## src/rtl/dtq_pkg.sv

```systemverilog
`default_nettype none
// ----------------------------------------------------------------------------
// dtq_pkg
// shared types and constants of the deadline timer queue
// ----------------------------------------------------------------------------
package dtq_pkg;

  localparam int QUEUE_DEPTH = 16;
  localparam int MAX_RESULTS = 16;

  localparam int TIME_W   = 48;
  localparam int DELAY_W  = 32;
  localparam int OWNER_W  = 16;
  localparam int SIGNAL_W = 6;
  localparam int ID_W     = 16;
  localparam int KIND_W   = 2;
  localparam int EMIT_W   = $clog2(MAX_RESULTS + 1);

  localparam logic [KIND_W-1:0] KIND_ACCEPT = 2'd0;
  localparam logic [KIND_W-1:0] KIND_REJECT = 2'd1;
  localparam logic [KIND_W-1:0] KIND_EXPIRY = 2'd2;

  localparam logic OP_ADD  = 1'b0;
  localparam logic OP_TICK = 1'b1;

  typedef struct packed {
    logic                valid;
    logic [TIME_W-1:0]   deadline;
    logic [OWNER_W-1:0]  owner;
    logic [SIGNAL_W-1:0] signal_num;
    logic [ID_W-1:0]     timer_id;
  } entry_t;

  typedef struct packed {
    logic insert;
    logic pop;
  } cell_ctrl_t;

endpackage
`default_nettype wire

```

## src/rtl/dtq_cell.sv

```systemverilog
`default_nettype none
// ----------------------------------------------------------------------------
// dtq_cell
// one slot of the sorted timer chain
// ----------------------------------------------------------------------------
module dtq_cell (
  input  wire logic               clk_i,
  input  wire logic               rst_ni,
  input  wire dtq_pkg::cell_ctrl_t ctrl_i,
  input  wire dtq_pkg::entry_t    new_i,
  input  wire dtq_pkg::entry_t    left_i,
  input  wire dtq_pkg::entry_t    right_i,
  input  wire logic               left_after_i,
  output dtq_pkg::entry_t         entry_o,
  output logic                    after_o
);

  logic                         valid_q, valid_d;
  logic [dtq_pkg::TIME_W-1:0]   deadline_q;
  logic [dtq_pkg::OWNER_W-1:0]  owner_q;
  logic [dtq_pkg::SIGNAL_W-1:0] signal_q;
  logic [dtq_pkg::ID_W-1:0]     id_q;
  dtq_pkg::entry_t              cur, nxt;

  assign cur = '{valid: valid_q, deadline: deadline_q, owner: owner_q,
                 signal_num: signal_q, timer_id: id_q};

  // slot is at or past the insertion point of the new deadline
  assign after_o = !valid_q || (deadline_q > new_i.deadline);

  always_comb begin
    nxt = cur;
    if (ctrl_i.pop) begin
      nxt = right_i;
    end else if (ctrl_i.insert && after_o) begin
      nxt = left_after_i ? left_i : new_i;
    end
  end

  assign valid_d = nxt.valid;

  always_ff @(posedge clk_i or negedge rst_ni) begin
    if (!rst_ni) begin
      valid_q <= 1'b0;
    end else begin
      valid_q <= valid_d;
    end
  end

  always_ff @(posedge clk_i) begin
    deadline_q <= nxt.deadline;
    owner_q    <= nxt.owner;
    signal_q   <= nxt.signal_num;
    id_q       <= nxt.timer_id;
  end

  assign entry_o = cur;

endmodule
`default_nettype wire

```

## src/rtl/deadline_timer_queue_unit.sv

```systemverilog
`default_nettype none
// ----------------------------------------------------------------------------
// deadline_timer_queue_unit
// one-shot timer queue kept sorted by deadline in a chain of cells
// ----------------------------------------------------------------------------
// An add beat stores a timer with deadline = now + delay (saturating at the
// top of the 48-bit clock) and returns one accept or reject beat; a tick beat
// advances the millisecond clock and returns one expiry beat per timer whose
// deadline is strictly below the new clock, in deadline order, with last set
// on the final one (no beat at all when nothing is due). Timers live in a row
// of cells ordered by deadline, equal deadlines in arrival order; an insert
// shifts the cells past the insertion point one slot right at once, an
// expiry shifts the whole row one slot left. An add latches the deadline
// from the adder, then compares and shifts in the cells; a tick advances
// the clock, then emits the head cell once per cycle while it is due and
// the output does not stall. A stalled output holds the add or expiry in
// progress. One item is worked on at a time; a finished beat sits in the
// output register and the next item is taken meanwhile.
// ----------------------------------------------------------------------------
module deadline_timer_queue_unit (
  input  wire logic                         clk_i,
  input  wire logic                         rst_ni,
  // input channel
  input  wire logic                         in_valid_i,
  output logic                              in_stall_o,
  input  wire logic                         opcode_i,
  input  wire logic [dtq_pkg::DELAY_W-1:0]  delay_ms_i,
  input  wire logic [dtq_pkg::OWNER_W-1:0]  owner_i,
  input  wire logic [dtq_pkg::SIGNAL_W-1:0] signal_num_i,
  input  wire logic [dtq_pkg::ID_W-1:0]     timer_id_i,
  // output channel
  output logic                              out_valid_o,
  input  wire logic                         out_stall_i,
  output logic [dtq_pkg::KIND_W-1:0]        kind_o,
  output logic [dtq_pkg::OWNER_W-1:0]       owner_out_o,
  output logic [dtq_pkg::SIGNAL_W-1:0]      signal_out_o,
  output logic [dtq_pkg::ID_W-1:0]          id_out_o,
  output logic                              last_o
);

  localparam int N = dtq_pkg::QUEUE_DEPTH;

  // control states
  localparam logic [1:0] ST_IDLE  = 2'd0;
  localparam logic [1:0] ST_ADD   = 2'd1;
  localparam logic [1:0] ST_DRAIN = 2'd2;

  logic [1:0] state_q, state_d;

  // millisecond clock
  logic [dtq_pkg::TIME_W-1:0] now_q, now_d;

  // latched add beat, deadline already computed
  logic [dtq_pkg::TIME_W-1:0]   dl_q;
  logic [dtq_pkg::OWNER_W-1:0]  add_owner_q;
  logic [dtq_pkg::SIGNAL_W-1:0] add_signal_q;
  logic [dtq_pkg::ID_W-1:0]     add_id_q;

  // expiries emitted during the current tick
  logic [dtq_pkg::EMIT_W-1:0] emit_q, emit_d;

  // output register
  logic                         out_valid_q, out_valid_d;
  logic [dtq_pkg::KIND_W-1:0]   kind_q, kind_d;
  logic [dtq_pkg::OWNER_W-1:0]  oown_q, oown_d;
  logic [dtq_pkg::SIGNAL_W-1:0] osig_q, osig_d;
  logic [dtq_pkg::ID_W-1:0]     oid_q, oid_d;
  logic                         olast_q, olast_d;

  logic in_acc;
  logic out_free;
  logic [dtq_pkg::TIME_W:0]   dl_sum;
  logic [dtq_pkg::TIME_W-1:0] dl_sat;

  dtq_pkg::cell_ctrl_t ctrl;
  dtq_pkg::entry_t     ins_entry;
  dtq_pkg::entry_t     cell_ent   [N];
  dtq_pkg::entry_t     left_ent   [N];
  dtq_pkg::entry_t     right_ent  [N];
  logic                after_f    [N];
  logic                left_after [N];

  logic full;
  logic due0, due1;
  logic room_more;

  // one item at a time; the output register frees the input side
  assign in_stall_o = (state_q != ST_IDLE);
  assign in_acc     = in_valid_i && !in_stall_o;
  assign out_free   = !out_valid_q || !out_stall_i;

  // saturating deadline adder
  assign dl_sum = {1'b0, now_q} + {{(dtq_pkg::TIME_W + 1 - dtq_pkg::DELAY_W){1'b0}}, delay_ms_i};
  assign dl_sat = dl_sum[dtq_pkg::TIME_W] ? {dtq_pkg::TIME_W{1'b1}}
                                          : dl_sum[dtq_pkg::TIME_W-1:0];

  assign ins_entry = '{valid: 1'b1, deadline: dl_q, owner: add_owner_q,
                       signal_num: add_signal_q, timer_id: add_id_q};

  // cell chain: left neighbor feeds inserts, right neighbor feeds pops
  for (genvar i = 0; i < N; i++) begin : g_cell
    if (i == 0) begin : g_head
      assign left_ent[i]   = ins_entry;
      assign left_after[i] = 1'b0;
    end else begin : g_body
      assign left_ent[i]   = cell_ent[i-1];
      assign left_after[i] = after_f[i-1];
    end
    if (i == N - 1) begin : g_tail
      assign right_ent[i] = '0;
    end else begin : g_mid
      assign right_ent[i] = cell_ent[i+1];
    end

    dtq_cell u_cell (
      .clk_i        (clk_i),
      .rst_ni       (rst_ni),
      .ctrl_i       (ctrl),
      .new_i        (ins_entry),
      .left_i       (left_ent[i]),
      .right_i      (right_ent[i]),
      .left_after_i (left_after[i]),
      .entry_o      (cell_ent[i]),
      .after_o      (after_f[i])
    );
  end

  // queue full when the tail cell holds a timer
  assign full = cell_ent[N-1].valid;

  // head and next-to-head due against the already advanced clock
  assign due0      = cell_ent[0].valid && (cell_ent[0].deadline < now_q);
  assign due1      = cell_ent[1].valid && (cell_ent[1].deadline < now_q);
  assign room_more = (emit_q + 1'b1) < dtq_pkg::EMIT_W'(dtq_pkg::MAX_RESULTS);

  always_comb begin
    state_d     = state_q;
    now_d       = now_q;
    emit_d      = emit_q;
    ctrl        = '{insert: 1'b0, pop: 1'b0};
    out_valid_d = out_valid_q && out_stall_i;
    kind_d      = kind_q;
    oown_d      = oown_q;
    osig_d      = osig_q;
    oid_d       = oid_q;
    olast_d     = olast_q;

    case (state_q)
      ST_IDLE: begin
        if (in_acc) begin
          if (opcode_i == dtq_pkg::OP_TICK) begin
            now_d   = now_q + 1'b1;
            emit_d  = '0;
            state_d = ST_DRAIN;
          end else begin
            state_d = ST_ADD;
          end
        end
      end
      ST_ADD: begin
        if (out_free) begin
          out_valid_d = 1'b1;
          kind_d      = full ? dtq_pkg::KIND_REJECT : dtq_pkg::KIND_ACCEPT;
          oown_d      = add_owner_q;
          osig_d      = add_signal_q;
          oid_d       = add_id_q;
          olast_d     = 1'b1;
          ctrl.insert = !full;
          state_d     = ST_IDLE;
        end
      end
      ST_DRAIN: begin
        if (!due0) begin
          // nothing (more) due on this tick
          state_d = ST_IDLE;
        end else if (out_free) begin
          out_valid_d = 1'b1;
          kind_d      = dtq_pkg::KIND_EXPIRY;
          oown_d      = cell_ent[0].owner;
          osig_d      = cell_ent[0].signal_num;
          oid_d       = cell_ent[0].timer_id;
          olast_d     = !(due1 && room_more);
          ctrl.pop    = 1'b1;
          emit_d      = emit_q + 1'b1;
          if (!(due1 && room_more)) begin
            state_d = ST_IDLE;
          end
        end
      end
      default: begin
        state_d = ST_IDLE;
      end
    endcase
  end

  always_ff @(posedge clk_i or negedge rst_ni) begin
    if (!rst_ni) begin
      state_q     <= ST_IDLE;
      now_q       <= '0;
      emit_q      <= '0;
      out_valid_q <= 1'b0;
    end else begin
      state_q     <= state_d;
      now_q       <= now_d;
      emit_q      <= emit_d;
      out_valid_q <= out_valid_d;
    end
  end

  // payload registers
  always_ff @(posedge clk_i) begin
    if (in_acc) begin
      dl_q         <= dl_sat;
      add_owner_q  <= owner_i;
      add_signal_q <= signal_num_i;
      add_id_q     <= timer_id_i;
    end
    kind_q  <= kind_d;
    oown_q  <= oown_d;
    osig_q  <= osig_d;
    oid_q   <= oid_d;
    olast_q <= olast_d;
  end

  assign out_valid_o  = out_valid_q;
  assign kind_o       = kind_q;
  assign owner_out_o  = oown_q;
  assign signal_out_o = osig_q;
  assign id_out_o     = oid_q;
  assign last_o       = olast_q;

endmodule
`default_nettype wire

```

## config.mk

```make
export PLATFORM = sky130hd
export DESIGN_NAME = deadline_timer_queue_unit
export DESIGN_NICKNAME = d
export VERILOG_FILES = /design/src/rtl/dtq_pkg.sv /design/src/rtl/dtq_cell.sv /design/src/rtl/deadline_timer_queue_unit.sv
export SDC_FILE = /design/constraint.sdc
export NUM_CORES = 2
export LEC_CHECK = 0
export BUFFER_PORTS_ARGS = -buffer_cell sky130_fd_sc_hd__buf_2
export CAP_MARGIN = 20
export CORE_AREA = 2 2 507 711
export DETAILED_ROUTE_END_ITERATION = 10
export DIE_AREA = 0 0 509 713
export PLACE_DENSITY = 0.49
export RECOVER_POWER = 50
export SLEW_MARGIN = 5
export SYNTH_ARGS = -nofsm -noshare
export SYNTH_HDL_FRONTEND = slang
export SYNTH_SLANG_ARGS = --single-unit
export TNS_END_PERCENT = 100
```

## constraint.sdc

```tcl
create_clock -name clk_i -period 12.65 [get_ports clk_i]
set_clock_uncertainty 0.05 [all_clocks]
set_input_delay 0.6325 -clock clk_i [delete_from_list [all_inputs] [get_ports clk_i]]
set_output_delay 0.6325 -clock clk_i [all_outputs]
set_load 0.03 [all_outputs]
```

# Word level (Yosys, flattened, before mapping)
# Index checks and enable logic that the tools add are counted.
# totals
register_bits	1575
output_inout_bits	43
# op_classes
n_eq_ne	9
addsub	3
muxes	88
n_reduce_logical	82
n_lt_le_gt_ge	19
# ops
cell	n
87-bit two-way mux	47
48-bit > comparator	16
48-bit less-than comparator	2
16-bit two-way mux	6
16-bit one-hot mux with 2 select lines	2
48-bit by 32-bit adder with 49-bit output	1
48-bit by 1-bit adder with 48-bit output, second input constant	1
2-bit nonzero test	19
1-bit logical AND	21
1-bit zero test	20
5-bit two-way mux	4
2-bit two-way mux	9
6-bit two-way mux	3
1-bit logical OR	17
6-bit one-hot mux with 2 select lines	1
1-bit two-way mux	11
2-bit inequality test, second input constant	5
5-bit one-hot mux with 2 select lines	1
4-bit AND reduction	2
3-bit inequality test, second input constant	2
2-bit one-hot mux with 3 select lines	1
5-bit by 1-bit adder with 5-bit output, second input constant	1
5-bit less-than comparator, second input constant	1
5-bit AND reduction	1
other kinds (6)	7

# Logic depth before layout (Yosys ltp)
# depth
depth_word	7
mapped_depth	17
depth_no_buf	12

# Hierarchy
# A second synthesis with hierarchy kept.
# hier_totals
hier_cells	10151
area_unflattened_um2	102823.6
# modules_own_cells
mod	area_per_inst_um2	seq_area_each_um2	cells_each	n_inst
dtq_cell	5706.7	2607.5	568	16
deadline_timer_queue_unit	11516.0	5215.0	1063	1

# Least setup slack after synthesis
# OpenSTA, ideal clock, no wires.
# synth_timing
kind	register -> register
start	register dl_q[22] (netlist bit)
end	register g_cell[11].u_cell.deadline_q[0] (netlist bit), enable pin
path_slack_ns	3.058
setup_ns	0.649
synth_period_minus_slack_ns	9.592
stages_incl_launch_ff	13
arrival_time_ns	8.893
path_buffers	4
required_time_ns	11.951
path_cell_list	edfxtp_1 -> clkbuf_1 -> inv_1 -> ha_1 -> nand4_1 -> or2_2 -> o31ai_1 -> o31a_1 -> o21ai_1 -> buf_2 -> buf_4 -> buf_1 -> o21ai_0
# synth_via
elab_chain_len	4
# synth_rtl
element	line_no	text
from (decl)	deadline_timer_queue_unit.sv:54	logic [dtq_pkg::TIME_W-1:0] dl_q;
from (signal assigned)	deadline_timer_queue_unit.sv:213	dl_q <= dl_sat;
48-bit > comparator	dtq_cell.sv:29	assign after_o = !valid_q || (deadline_q > new_i.deadline);
1-bit logical OR	dtq_cell.sv:29	
1-bit logical AND	dtq_cell.sv:35	end else if (ctrl_i.insert && after_o) begin
2-bit nonzero test (no line)	-	
to (signal assigned)	dtq_cell.sv:51	deadline_q <= nxt.deadline;
to (decl)	dtq_cell.sv:19	logic [dtq_pkg::TIME_W-1:0] deadline_q;
# No other way between the ends.
# A chain may end at the register's enable or synchronous reset.

# Final worst setup path
# layout_timing
start	register now_q[32] (netlist bit)
end	register g_cell[7].u_cell.deadline_q[32] (netlist bit), enable pin
# layout_via
elab_chain_len	5
# layout_rtl
element	line_no	text
from (decl)	deadline_timer_queue_unit.sv:51	logic [dtq_pkg::TIME_W-1:0] now_q, now_d;
from (signal assigned)	deadline_timer_queue_unit.sv:204	now_q <= now_d;
48-bit less-than comparator	deadline_timer_queue_unit.sv:132	assign due0 = cell_ent[0].valid && (cell_ent[0].deadline < now_q);
1-bit logical AND	deadline_timer_queue_unit.sv:132	
1-bit two-way mux	deadline_timer_queue_unit.sv:173	if (!due0) begin
1-bit two-way mux	deadline_timer_queue_unit.sv:148	case (state_q)
2-bit nonzero test (no line)	-	
to (signal assigned)	dtq_cell.sv:51	
to (decl)	dtq_cell.sv:19	
# No other way between the ends.

==> summary.txt <==
CTS tree = built
initial antenna violation count = 14
CP dominant cell by count = buf_4
pwr dens = 232 mW/mm²
drt first-iter violations = 5739
drt wl/cell = 24.6 µm
gr usage total = 0.181
fmax = 104 MHz
Setup Buffers After CTS = 0
Routed Antenna Nets = 0
CP max stage delay = 2520 ps
Clock Path Buffers = 4
Synth Net Count = 9946
gpl congestion = 0.894
Psw = 10200 µW
ys async rst share = 0.0457
critical path arrival = 10010 ps
Slew @ Worst Pin = 4660 ps
Clk pin slew, worst setup/hold paths = 60 ps
Setup Crit Path Kind = flop to flop
# fillers = 36526
max_cap viols = 29
die area = 0.363 mm²
Via density = 5.12
Pleak = 0.0436 µW
Setup Viol. Count Final = 0
DP HPWL = 230 mm
overall power = 24900 µW
unrepaired setup endpoints after global routing = false
IO Pins = 118
post-synthesis cell type count = 83
Die W = 509 µm
GR Overflow Total = 0
pin count of the biggest net entering global routing = 249
share of post-route cells with drive strength above 1 = 0.0582
switch share = 0.410
clock network fraction of design power = 0.210
via count = 70372
sequential area share after synthesis = 0.480
CTS root buf = clkbuf_16
Max Fanout on Critical Path = 54
Port Buffers = 117
Initial DRT Pass Iterations = 8
highest-delay cell along the critical path = clkbuf_1
total CTS buffers = 177
Worst slew margin = -2.11
post-cts gate resize count = 0
min Tclk post-route = 9610 ps
starting density of the core = 0.269
most common cell after layout, fill and taps aside = nand2_1
fin. max-slew vios = 1310
number of global-route vias before repair = 70829
failing checks = capacitance limit, slew limit
Seq pwr share = 0.390
power share of the combinational group = 0.399
commonest non-fill, non-tap cells in the layout = nand2_1 (1521), edfxtp_1 (1417), mux2i_1 (1294)
area grow syn2layout = 11.6%
P_int = 14700 µW
Worst-Skew Late Latency = 870 ps
CP delay by family, top = buffers and inverters
worst reg2reg setup slack = 3040 ps
CP startpoint kind = flop
Worst Setup End Kind = flop
Synth Warn # = 0
nets = 9811
clock sink total = 1575
Yosys reg bits = 1575
hold_ws = 175 ps
ys flop type = edfxtp_1
Critical Path RT = 13050 ps
routed wire length = 338 mm
# DRC = 0
worst path cell trace = inv_1 > ha_1 > nand4_1 > nor4_1 > nand2_1 > nor3_1 > o311ai_4 > nand4_1 > clkbuf_1 > buf_4 > o21ai_4 > buf_4 > buf_4
status = finished, violations left
first-pass GRT wire length = 490 mm
Final TNS setup = 0 ps
Post-synth EDFFs = 1417
Netlist Area Pre-Place = 0.0960 mm²
H-Tree Level Count = 4
Fin. Hold Viols = 0
Core Util, Final = 0.300
Core Rows = 260
Synth Instances = 9019
HP Class = input pin to flop
Core Region = 0.357 mm²
syn avg cell area = 10.6 µm²
Tcrit/Tclk final = 0.760
Bufs and invs on worst path = 5
Die Span Y = 713 µm
Max IR drop VDD = 0.289 mV
==> tightest hold or removal path, stage by stage <==
cell,delay (ps)
buf_2,130
ha_1,130
nand2b_1,80
==> layer usage <==
metal | track usage | routed length, µm
met5 | 0 | 47
met4 | 0.0874 | 18300
met2 | 0.332 | 175000
met1 | 0.207 | 132000
met3 | 0.0196 | 13200
==> final cells by class <==
cell class / count / area [µm²] / area share
tap: 4716 / 5900 / 0.0551
antenna: 6 / 15.0 / 0.000140
multi-input combinational: 6688 / 46900 / 0.438
sequential: 1575 / 46100 / 0.430
timing repair buffer: 301 / 2120 / 0.0198
clock buffer: 236 / 4840 / 0.0452
clock inverter: 81 / 729 / 0.00681
inverter: 141 / 529 / 0.00494
==> sequential cells by signal (all words and copies together) (netlist names), 16 cells and up <==
register and flops:
id_out_o 16, g_cell.u_cell.valid_q 16, g_cell.u_cell.signal_q 96, dl_q 48, add_id_q 16, owner_out_o 16
now_q 48, g_cell.u_cell.owner_q 256, g_cell.u_cell.deadline_q 768, g_cell.u_cell.id_q 256, add_owner_q 16
==> power by group through the flow <==
stage / logic (µW) / clock network [µW] / registers, µW
global placement: 9860 / 0 / 9720
CTS: 10100 / 5360 / 9670
finish: 9930 / 5230 / 9700
floorplan: 6810 / 0 / 9320
detailed placement: 10100 / 0 / 9760
global route: 10900 / 5530 / 9890
==> synthesized netlist by cell type, types with 20 or more instances <==
master / instances / area [µm²]
nand2_1: 1525 / 5720
edfxtp_1: 1417 / 42600
mux2i_1: 1294 / 13000
o21ai_1: 1275 / 6380
ha_1: 851 / 10600
clkbuf_1: 369 / 1390
a21oi_1: 331 / 1660
a21o_1: 312 / 2340
o21ai_0: 202 / 1010
nand4_1: 198 / 1240
buf_2: 190 / 951
inv_1: 136 / 510
nor2_1: 136 / 510
dfxtp_1: 86 / 1720
dfrtp_1: 72 / 1800
xnor2_1: 63 / 552
nor2b_1: 53 / 332
nand3_1: 48 / 240
nor3_1: 40 / 200
mux2_2: 39 / 439
buf_1: 31 / 116
and3_1: 24 / 150
a211oi_1: 23 / 173
o21a_1: 22 / 165
or3_1: 21 / 131
a31oi_1: 20 / 125
==> per-stage QoR <==
step,instances,cell area (µm²),worst slack (ps)
global route,13739,107000,2900
finish,13744,107000,3040
detailed placement,13376,101000,5770
global placement,13369,101000,5090
CTS,13733,107000,5730
floorplan,9019,96000,3060
==> path summary, 6_finish.rpt <==
kind / depth (start not counted) / startpoint / to
max in group asynchronous: 3 / rst_ni / now_q[3]
worst min register to register: 1 / now_q[28] / now_q[28]
min in group asynchronous: 2 / rst_ni / g_cell[1].u_cell.valid_q
worst min-delay path: 3 / delay_ms_i[0] / dl_q[0]
worst max-delay path: 13 / now_q[32] / g_cell[7].u_cell.deadline_q[32]
worst max register to register: 13 / now_q[32] / g_cell[7].u_cell.deadline_q[32]
==> cells by family (layout without fill, tap and decap cells) <==
group	after synthesis	after routing	synth area share
XOR/XNOR	75	75	0.00684
buffers and inverters	756	759	0.0333
adder cells (fa/ha/maj)	852	852	0.111
other	0	6	0
multiplexers	1334	1334	0.140
AO/OA/AOI/OAI	2291	2291	0.133
flip-flops	1575	1575	0.480
AND/OR/NAND/NOR	2136	2136	0.0959
==> timing repair <==
| action | in CTS | in global routing |
|---|---|---|
| hold buffers | 40 | 0 |
| endpoints found under the hold margin | 70 | 0 |
| endpoints found under the setup margin | 0 | 0 |
Note: power is estimated with default switching activity, not from simulation.
